### src/rtl/rtdnp_pkg.sv
`default_nettype none

package rtdnp_pkg;

    localparam int STORED_POINTS = 12;
    localparam int IDX_W = 4;
    localparam int V_W = 21;                // input voltage, uV
    localparam int VK_W = 31;               // voltage * 1000
    localparam int DEN_W = 38;              // gain_q16 * current_ua
    localparam int Q_W = 20;                // resistance, mohm
    localparam int CALR_W = 18;
    localparam int TEMP_W = 19;
    localparam int GAIN_W = 24;
    localparam int EXC_W = 14;
    localparam int DELTA_W = 8;

    localparam logic [Q_W-1:0] RES_MAX = '1;

    // delta = trunc(2*diff/25); |delta| saturates at 80 once |diff| >= 1013
    localparam logic [Q_W-1:0] DIFF_SAT = 20'd1013;
    localparam logic [DELTA_W-1:0] DELTA_LIMIT = 8'd80;
    localparam logic [10:0] RECIP_25 = 11'd1311;  // 2^15 / 25, rounded up
    localparam int RECIP_SH = 15;

    localparam logic [CALR_W-1:0] CAL_RES [STORED_POINTS] = '{
        18'd100000, 18'd107000, 18'd118000, 18'd124000, 18'd130000, 18'd137000,
        18'd80600, 18'd82500, 18'd113000, 18'd150000, 18'd115000, 18'd154000
    };

    localparam logic signed [TEMP_W-1:0] CAL_TEMP [STORED_POINTS] = '{
        19'sd0, 19'sd17000, 19'sd46000, 19'sd61000, 19'sd77000, 19'sd96000,
        -19'sd49000, -19'sd44000, 19'sd33000, 19'sd130000, 19'sd38000,
        19'sd141000
    };

    typedef struct packed {
        logic done;     // one-cycle pulse, quotient valid
        logic sat;      // quotient would exceed Q_W bits (or divisor zero)
    } t_div_stat;

endpackage

`default_nettype wire

### src/rtl/rtdnp_div.sv
`default_nettype none

// Restoring divider, one quotient bit per cycle.
// num = i_vk << 16; quotient limited to Q_W bits, overflow flagged.
module rtdnp_div (
    input  wire logic                      i_clk,
    input  wire logic                      i_rst_n,
    input  wire logic                      i_start,
    input  wire logic [rtdnp_pkg::VK_W-1:0]  i_vk,
    input  wire logic [rtdnp_pkg::DEN_W-1:0] i_den,
    output logic [rtdnp_pkg::Q_W-1:0]        o_q,
    output rtdnp_pkg::t_div_stat             o_stat
);
    import rtdnp_pkg::*;

    localparam int CNT_W = $clog2(Q_W + 1);

    logic [DEN_W-1:0] r_rem;
    logic [Q_W-1:0]   r_sh;     // low numerator bits in, quotient bits out
    logic [CNT_W-1:0] r_cnt;
    logic             r_sat;
    logic             r_done;

    logic [DEN_W:0]   trial;
    logic [DEN_W:0]   diff;
    logic             ge;
    logic [DEN_W-1:0] rem0;

    // high part of the numerator: (vk << 16) >> Q_W
    assign rem0  = DEN_W'(i_vk[VK_W-1:Q_W-16]);
    assign trial = {r_rem, r_sh[Q_W-1]};
    assign diff  = trial - {1'b0, i_den};
    assign ge    = (trial >= {1'b0, i_den});

    always_ff @(posedge i_clk) begin
        if (!i_rst_n) begin
            r_cnt  <= '0;
            r_done <= 1'b0;
        end else begin
            r_done <= 1'b0;
            if (i_start) begin
                r_rem <= rem0;
                r_sh  <= {i_vk[Q_W-17:0], 16'd0};
                r_sat <= (rem0 >= i_den);
                r_cnt <= CNT_W'(Q_W);
            end else if (r_cnt != '0) begin
                r_rem <= ge ? diff[DEN_W-1:0] : trial[DEN_W-1:0];
                r_sh  <= {r_sh[Q_W-2:0], ge};
                r_cnt <= r_cnt - 1'b1;
                if (r_cnt == CNT_W'(1)) begin
                    r_done <= 1'b1;
                end
            end
        end
    end

    assign o_q         = r_sh;
    assign o_stat.done = r_done;
    assign o_stat.sat  = r_sat;

endmodule

`default_nettype wire

### src/rtl/rtd_nearest_point_temperature_core.sv
`default_nettype none

// Channel   | Valid    | Ready    | Payload
// ----------+----------+----------+-----------------------------------------
// request   | i_valid  | o_ready  | i_adc_voltage_uv
// result    | o_valid  | i_ready  | o_measured_resistance_mohm,
//           |          |          | o_calibrated_resistance_mohm,
//           |          |          | o_point_index, o_temperature_mdegc
// config    | APB      | pready=1 | paddr, pwdata, prdata
//
// One request at a time: an accepted request passes ST_MUL, ST_START, the
// 20-step restoring divider and the one-point-per-cycle table scan, then
// ST_DELTA and ST_DONE, where the result is registered before ST_IDLE again.
// Reset is synchronous, active low; clears control, loads register defaults.
// A result stalled by i_ready low does not block the next request; only the
// final write waits for it.
module rtd_nearest_point_temperature_core #(
    parameter int TABLE_POINTS = 12
) (
    input  wire logic                               i_clk,
    input  wire logic                               i_rst_n,
    // request
    input  wire logic                               i_valid,
    output logic                                    o_ready,
    input  wire logic [rtdnp_pkg::V_W-1:0]          i_adc_voltage_uv,
    // result
    output logic                                    o_valid,
    input  wire logic                               i_ready,
    output logic [rtdnp_pkg::Q_W-1:0]               o_measured_resistance_mohm,
    output logic [rtdnp_pkg::CALR_W-1:0]            o_calibrated_resistance_mohm,
    output logic [rtdnp_pkg::IDX_W-1:0]             o_point_index,
    output logic signed [rtdnp_pkg::TEMP_W-1:0]     o_temperature_mdegc,
    // configuration
    input  wire logic                               psel,
    input  wire logic                               penable,
    input  wire logic                               pwrite,
    input  wire logic [2:0]                         paddr,
    input  wire logic [31:0]                        pwdata,
    output logic [31:0]                             prdata,
    output logic                                    pready
);
    import rtdnp_pkg::*;

    // points actually scanned, clamped to the stored table
    localparam int NSCAN = (TABLE_POINTS < 1) ? 1 :
                           (TABLE_POINTS > STORED_POINTS) ? STORED_POINTS : TABLE_POINTS;

    localparam logic REG_GAIN = 1'b0;
    localparam logic REG_EXC  = 1'b1;

    typedef enum logic [2:0] {
        ST_IDLE,
        ST_MUL,     // products for numerator and divisor
        ST_START,   // kick the divider
        ST_DIV,     // wait for quotient
        ST_SCAN,    // one table point per cycle
        ST_DELTA,   // slope correction
        ST_DONE     // write output register
    } t_state;

    t_state r_state;

    // config registers
    logic [GAIN_W-1:0] r_gain;
    logic [EXC_W-1:0]  r_exc;

    // datapath
    logic [V_W-1:0]    r_v;
    logic [VK_W-1:0]   r_vk;
    logic [DEN_W-1:0]  r_den;
    logic [Q_W-1:0]    r_r;
    logic [IDX_W-1:0]  r_idx;
    logic [IDX_W-1:0]  r_best;
    logic [Q_W-1:0]    r_best_d;
    logic signed [DELTA_W-1:0] r_delta;

    // output register
    logic                      r_o_valid;
    logic [Q_W-1:0]            r_o_res;
    logic [CALR_W-1:0]         r_o_cal;
    logic [IDX_W-1:0]          r_o_idx;
    logic signed [TEMP_W-1:0]  r_o_temp;

    logic [Q_W-1:0] div_q;
    t_div_stat      div_stat;

    logic           cfg_wr;

    logic [Q_W:0]   scan_diff;
    logic [Q_W-1:0] scan_d;
    logic           scan_take;

    logic [Q_W:0]   dl_diff;
    logic           dl_neg;
    logic [Q_W-1:0] dl_mag;
    logic [10:0]    dl_x;
    logic [21:0]    dl_prod;
    logic [DELTA_W-1:0] dl_m;

    logic signed [TEMP_W-1:0] temp_sum;

    // ---------------- divider ----------------
    rtdnp_div u_div (
        .i_clk   (i_clk),
        .i_rst_n (i_rst_n),
        .i_start (r_state == ST_START),
        .i_vk    (r_vk),
        .i_den   (r_den),
        .o_q     (div_q),
        .o_stat  (div_stat)
    );

    // ---------------- configuration ----------------
    assign pready = 1'b1;
    assign cfg_wr = psel && penable && pwrite;

    always_comb begin
        unique case (paddr[2])
            REG_GAIN: prdata = 32'(r_gain);
            REG_EXC:  prdata = 32'(r_exc);
            default:  prdata = '0;
        endcase
    end

    // ---------------- scan compare ----------------
    assign scan_diff = {1'b0, r_r} - (Q_W + 1)'(CAL_RES[r_idx]);
    assign scan_d    = scan_diff[Q_W] ? Q_W'(-scan_diff) : scan_diff[Q_W-1:0];
    // first point always taken; later ones only when strictly closer
    assign scan_take = (r_idx == '0) || (scan_d < r_best_d);

    // ---------------- slope correction ----------------
    // delta = trunc(2*diff/25), clamped to +-80
    assign dl_diff = {1'b0, r_r} - (Q_W + 1)'(CAL_RES[r_best]);
    assign dl_neg  = dl_diff[Q_W];
    assign dl_mag  = dl_neg ? Q_W'(-dl_diff) : dl_diff[Q_W-1:0];
    assign dl_x    = {dl_mag[9:0], 1'b0};
    assign dl_prod = dl_x * RECIP_25;
    assign dl_m    = (dl_mag >= DIFF_SAT) ? DELTA_LIMIT : DELTA_W'(dl_prod >> RECIP_SH);

    assign temp_sum = CAL_TEMP[r_best] + TEMP_W'(r_delta);

    // ---------------- control and registers ----------------
    always_ff @(posedge i_clk) begin
        if (!i_rst_n) begin
            r_state   <= ST_IDLE;
            r_o_valid <= 1'b0;
            r_gain    <= GAIN_W'(522650);
            r_exc     <= EXC_W'(1006);
        end else begin
            if (cfg_wr) begin
                unique case (paddr[2])
                    REG_GAIN: r_gain <= pwdata[GAIN_W-1:0];
                    REG_EXC:  r_exc  <= pwdata[EXC_W-1:0];
                    default:  ;
                endcase
            end

            // in ST_DONE the output write below decides the flag
            if (r_o_valid && i_ready && (r_state != ST_DONE)) begin
                r_o_valid <= 1'b0;
            end

            unique case (r_state)
                ST_IDLE: begin
                    if (i_valid) begin
                        r_v     <= i_adc_voltage_uv;
                        r_state <= ST_MUL;
                    end
                end
                ST_MUL: begin
                    r_vk    <= VK_W'(r_v * 10'd1000);
                    r_den   <= DEN_W'(r_gain * r_exc);
                    r_state <= ST_START;
                end
                ST_START: begin
                    r_state <= ST_DIV;
                end
                ST_DIV: begin
                    if (div_stat.done) begin
                        r_r     <= div_stat.sat ? RES_MAX : div_q;
                        r_idx   <= '0;
                        r_state <= ST_SCAN;
                    end
                end
                ST_SCAN: begin
                    if (scan_take) begin
                        r_best   <= r_idx;
                        r_best_d <= scan_d;
                    end
                    if (r_idx == IDX_W'(NSCAN - 1)) begin
                        r_state <= ST_DELTA;
                    end else begin
                        r_idx <= r_idx + 1'b1;
                    end
                end
                ST_DELTA: begin
                    r_delta <= dl_neg ? -$signed(dl_m) : $signed(dl_m);
                    r_state <= ST_DONE;
                end
                ST_DONE: begin
                    // wait until the output register is free
                    if (!r_o_valid || i_ready) begin
                        r_o_valid <= 1'b1;
                        r_o_res   <= r_r;
                        r_o_cal   <= CAL_RES[r_best];
                        r_o_idx   <= r_best;
                        r_o_temp  <= temp_sum;
                        r_state   <= ST_IDLE;
                    end
                end
                default: r_state <= ST_IDLE;
            endcase
        end
    end

    assign o_ready                      = (r_state == ST_IDLE);
    assign o_valid                      = r_o_valid;
    assign o_measured_resistance_mohm   = r_o_res;
    assign o_calibrated_resistance_mohm = r_o_cal;
    assign o_point_index                = r_o_idx;
    assign o_temperature_mdegc          = r_o_temp;

endmodule

`default_nettype wire

### config.mk
export PLATFORM = sky130hd
export DESIGN_NAME = rtd_nearest_point_temperature_core
export DESIGN_NICKNAME = d
export VERILOG_FILES = /design/src/rtl/rtdnp_pkg.sv /design/src/rtl/rtdnp_div.sv /design/src/rtl/rtd_nearest_point_temperature_core.sv
export SDC_FILE = /design/constraint.sdc
export NUM_CORES = 2
export LEC_CHECK = 0
export BUFFER_PORTS_ARGS = -buffer_cell sky130_fd_sc_hd__buf_4
export CAP_MARGIN = 20
export CORE_MARGIN = 10
export CORE_UTILIZATION = 60
export CTS_BUF_LIST = sky130_fd_sc_hd__clkbuf_2 sky130_fd_sc_hd__clkbuf_4 sky130_fd_sc_hd__clkbuf_8
export DETAILED_ROUTE_END_ITERATION = 7
export HOLD_SLACK_MARGIN = 0.08
export PLACE_DENSITY_LB_ADDON = 0.08
export SLEW_MARGIN = 20
export SYNTH_ARGS = -nofsm -noshare
export SYNTH_HDL_FRONTEND = slang
export SYNTH_SLANG_ARGS = --single-unit
### constraint.sdc
create_clock -name i_clk -period 14.3 [get_ports i_clk]
set_input_delay 1.43 -clock i_clk [delete_from_list [all_inputs] [get_ports i_clk]]
set_output_delay 1.43 -clock i_clk [all_outputs]
set_load 0.02 [all_outputs]
==> flow_results.xml <==
<?xml version="1.0" encoding="UTF-8"?>
<metrics>
  <group name="clock_network">
    <metric name="cts_tree" unit="">built</metric>
    <metric name="post_cts_resize_count" unit="">0</metric>
    <metric name="clk_root_buffer_cell" unit="">clkbuf_8</metric>
    <metric name="postCtsSetupBuffers" unit="">0</metric>
    <metric name="cts_max_level" unit="">2</metric>
    <metric name="cts.reportedPaths.clkPinSlew" unit="ns">0.06</metric>
    <metric name="clock_sinks" unit="">309</metric>
    <metric name="cts_buffer_depth" unit="">3</metric>
    <metric name="worstSkewPairLatency" unit="ns">0.69</metric>
    <metric name="cts-buffers-inserted" unit="">56</metric>
    <metric name="cts.hold.buffers_added" unit="">0</metric>
  </group>
  <group name="global_routing">
    <metric name="grt_antenna_before_repair" unit="">0</metric>
    <metric name="first_global_vias" unit="">26100</metric>
    <metric name="grt_max_degree" unit="">72</metric>
    <metric name="grtUsageTotal" unit="%">24.4</metric>
    <metric name="wire_length_of_the_first_global_routing_pass" unit="mm">133</metric>
    <metric name="grt_overflow" unit="">0</metric>
  </group>
  <group name="place">
    <metric name="post-dp-hpwl" unit="mm">61.8</metric>
    <metric name="io_buffers" unit="">137</metric>
    <metric name="gp_routability_congestion" unit="">0.882</metric>
  </group>
  <group name="sta">
    <metric name="final-hold-violation-count" unit="">0</metric>
    <metric name="transition_at_the_pin_with_the_smallest_max_transition_slack" unit="ns">1.13</metric>
    <metric name="fmaxAchievable" unit="MHz">90.2</metric>
    <metric name="fin_worst_skew" unit="ns">0.0322</metric>
    <metric name="final.period_utilization" unit="%">77.5</metric>
    <metric name="timing.final.crit_period" unit="ns">11.09</metric>
    <metric name="max_slew_margin" unit="%">24.6</metric>
    <metric name="setup_tns" unit="ns">0</metric>
    <metric name="finalSetupViolations" unit="">0</metric>
    <metric name="worst_hold_slack" unit="ns">0.420</metric>
    <metric name="rsz0062_at_grt" unit="">false</metric>
    <metric name="maxSlewViolCount" unit="">0</metric>
  </group>
  <group name="setup_path">
    <metric name="cp_slowest_stage_delay" unit="ns">0.67</metric>
    <metric name="critical_path.reg2reg.startpoint" unit="">r_best[0]$_DFFE_PP_</metric>
    <metric name="required" unit="ns">14.70</metric>
    <metric name="critPathArrivalTime" unit="ns">11.48</metric>
    <metric name="endpoint_kind" unit="">register</metric>
    <metric name="crit_top_cell" unit="">fa_1</metric>
    <metric name="crit_path_top_delay_cell" unit="">edfxtp_1</metric>
    <metric name="critical_path_peak_fanout" unit="">17</metric>
    <metric name="r2r_slack" unit="ns">3.21</metric>
    <metric name="worstSetupStartpointType" unit="">register</metric>
    <metric name="crit_path_start" unit="">r_best[0]$_DFFE_PP_</metric>
    <metric name="critical_path_class" unit="">register to register</metric>
  </group>
  <group name="power_and_ir_drop">
    <metric name="power.density_cell_area" unit="nW/µm²">174</metric>
    <metric name="peak_supply_drop" unit="mV">0.217</metric>
    <metric name="power.total" unit="mW">6.35</metric>
    <metric name="cellLeakagePower" unit="nW">17.1</metric>
  </group>
  <group name="yosys">
    <metric name="post_synth_num_cell_types" unit="">87</metric>
    <metric name="syn_area_per_cell" unit="µm²">9.76</metric>
    <metric name="synth-edff-count" unit="">261</metric>
    <metric name="postSynth.topFlopCell" unit="">edfxtp_1</metric>
    <metric name="yosysWarnings" unit="">0</metric>
    <metric name="synth_seq_area_share" unit="%">26.1</metric>
    <metric name="synth.top_cell.area_share" unit="%">23.2</metric>
    <metric name="postSynth.asyncResetShare" unit="%">0</metric>
    <metric name="netlist_top_cells_area" unit="">edfxtp_1 23%, fa_1 22%, ha_1 14%, inv_1 4.9%, nand2_1 4.2%</metric>
    <metric name="yosys_register_bits" unit="">309</metric>
    <metric name="netlist_area" unit="µm²">33700</metric>
    <metric name="synthCells" unit="">3456</metric>
    <metric name="leading_area_contributor_after_synthesis" unit="">edfxtp_1</metric>
  </group>
  <group name="cells_and_area">
    <metric name="diodes" unit="">0</metric>
    <metric name="mostFrequentLayoutCell" unit="">inv_1</metric>
    <metric name="design.final.nets" unit="">4352</metric>
    <metric name="drive_above_1_share" unit="%">9.26</metric>
    <metric name="layout_stage_area_growth_over_the_synthesis_result" unit="%">8.10</metric>
    <metric name="layout.cells.most_common_list" unit="">439 x inv_1, 386 x ha_1, 380 x nand2_1, 363 x fa_1, 261 x edfxtp_1</metric>
  </group>
  <group name="route">
    <metric name="dr_total_vias" unit="">24700</metric>
    <metric name="post_drt_via_cell_ratio" unit="">5.69</metric>
    <metric name="wire_per_inst" unit="µm">18.4</metric>
    <metric name="drt_iter0_markers" unit="">1347</metric>
    <metric name="first_pass_iters" unit="">5</metric>
    <metric name="drt_drc_violations_left" unit="">0</metric>
    <metric name="wl" unit="mm">79.8</metric>
    <metric name="route.antenna.remaining_nets" unit="">0</metric>
  </group>
  <group name="job">
    <metric name="drv.max_cap_violation_count" unit="">0</metric>
  </group>
  <group name="floorplan">
    <metric name="core_region_area" unit="µm²">55400</metric>
    <metric name="die_y" unit="µm">257</metric>
    <metric name="start_util" unit="%">60.9</metric>
    <metric name="die_width" unit="µm">257</metric>
    <metric name="ios" unit="">159</metric>
    <metric name="row_count" unit="">86</metric>
    <metric name="die_area" unit="µm²">66100</metric>
  </group>
  <group name="run_status">
    <metric name="run_status" unit="">finished clean</metric>
  </group>
  <group name="min_path">
    <metric name="holdCritStartpoint" unit="">r_delta[0]$_DFFE_PP_</metric>
    <metric name="min_path_type" unit="">register to register</metric>
  </group>
</metrics>
==> Yosys cell counts, types with 28 or more instances <==
cell type	count
a21oi_1	193
xnor2_1	115
edfxtp_1	261
nor2b_1	40
inv_1	439
nor2_1	190
xor2_1	54
o21ai_0	100
nand2_1	380
ha_1	386
o21a_1	37
fa_1	363
nand2b_1	33
nand3_1	69
dfxtp_1	48
clkbuf_1	123
a21o_1	73
and2_1	169
or2_2	28
nor3_1	34
==> final cells by class <==
class	instances	area (µm²)
clock inverter	30	220
fill	4511	18900
tap	748	936
timing repair buffer	157	1180
clock buffer	74	912
inverter	440	1650
sequential	309	8800
multi-input combinational	2576	22800
==> state kept, by name, indices dropped and copies added, names as in the netlist, 14 cells and up <==
register and flops:
r_gain 24, r_exc 14, r_vk 28, u_div.o_q 20, r_v 21, r_best_d 20, u_div.r_rem 38, o_temperature_mdegc 19
r_r 20, o_calibrated_resistance_mohm 16, o_measured_resistance_mohm 20, r_den 38
==> cells by family (layout without fill, tap and decap cells) <==
logic type | after synthesis | in the layout | share of synthesized area, %
xor gates and xnor gates | 170 | 170 | 4.47
buffers and inverters | 580 | 701 | 6.62
DFF | 309 | 309 | 26.1
AOI/OAI and AO/OA | 567 | 567 | 10.9
and+or+nand+nor | 1044 | 1044 | 15.0
adders and majority gates | 749 | 749 | 35.9
muxes | 35 | 35 | 1.10
other | 2 | 11 | 0.0223
==> final timing paths <==
path | endpoint | cells after the start
max | r_delta[5]$_DFFE_PP_ | 33
min reg2reg | o_temperature_mdegc[0]$_DFFE_PP_ | 0
min | o_temperature_mdegc[0]$_DFFE_PP_ | 0
max reg2reg | r_delta[5]$_DFFE_PP_ | 33
==> worst max-delay path, delay by kind of cell (launching register included) <==
family | cells | cell delay (ns)
AOI/OAI and AO/OA | 13 | 3.47
xor gates and xnor gates | 2 | 0.59
adders and majority gates | 8 | 3.58
buffers and inverters | 4 | 0.64
DFF | 1 | 0.67
and+or+nand+nor | 6 | 1.83
==> metrics by stage <==
| stage | std cells | cell area (µm²) | worst slack [ns] | util, % |
|---|---|---|---|---|
| 4_1_cts | 4334 | 36500 | 3.23 | 65.8 |
| 3_3_place_gp | 4230 | 35300 | 3.36 | 63.8 |
| 2_1_floorplan | 3465 | 33800 | 4.96 | - |
| 5_1_grt | 4334 | 36500 | 2.40 | 65.8 |
| 6_report | 4334 | 36500 | 3.21 | 65.8 |
| 3_5_place_dp | 4230 | 35300 | 3.32 | 63.8 |
==> per-layer routing <==
metal  vias up  track usage (%)  wire length, µm
li1      11700                -                -
met3       187             3.29             3420
met1     12200             29.1            32100
met2       589             43.9            41100
met5         -                0                0
met4         0             9.71             3230
==> report_power, final <==
part | internal [mW] | leakage (nW) | switching (mW) | total [mW]
clock | 0.458 | 0.617 | 0.409 | 0.868
sequential | 1.35 | 2.79 | 0.101 | 1.45
combinational | 1.77 | 13.7 | 2.26 | 4.03
Note: power is estimated with default switching activity, not from simulation.
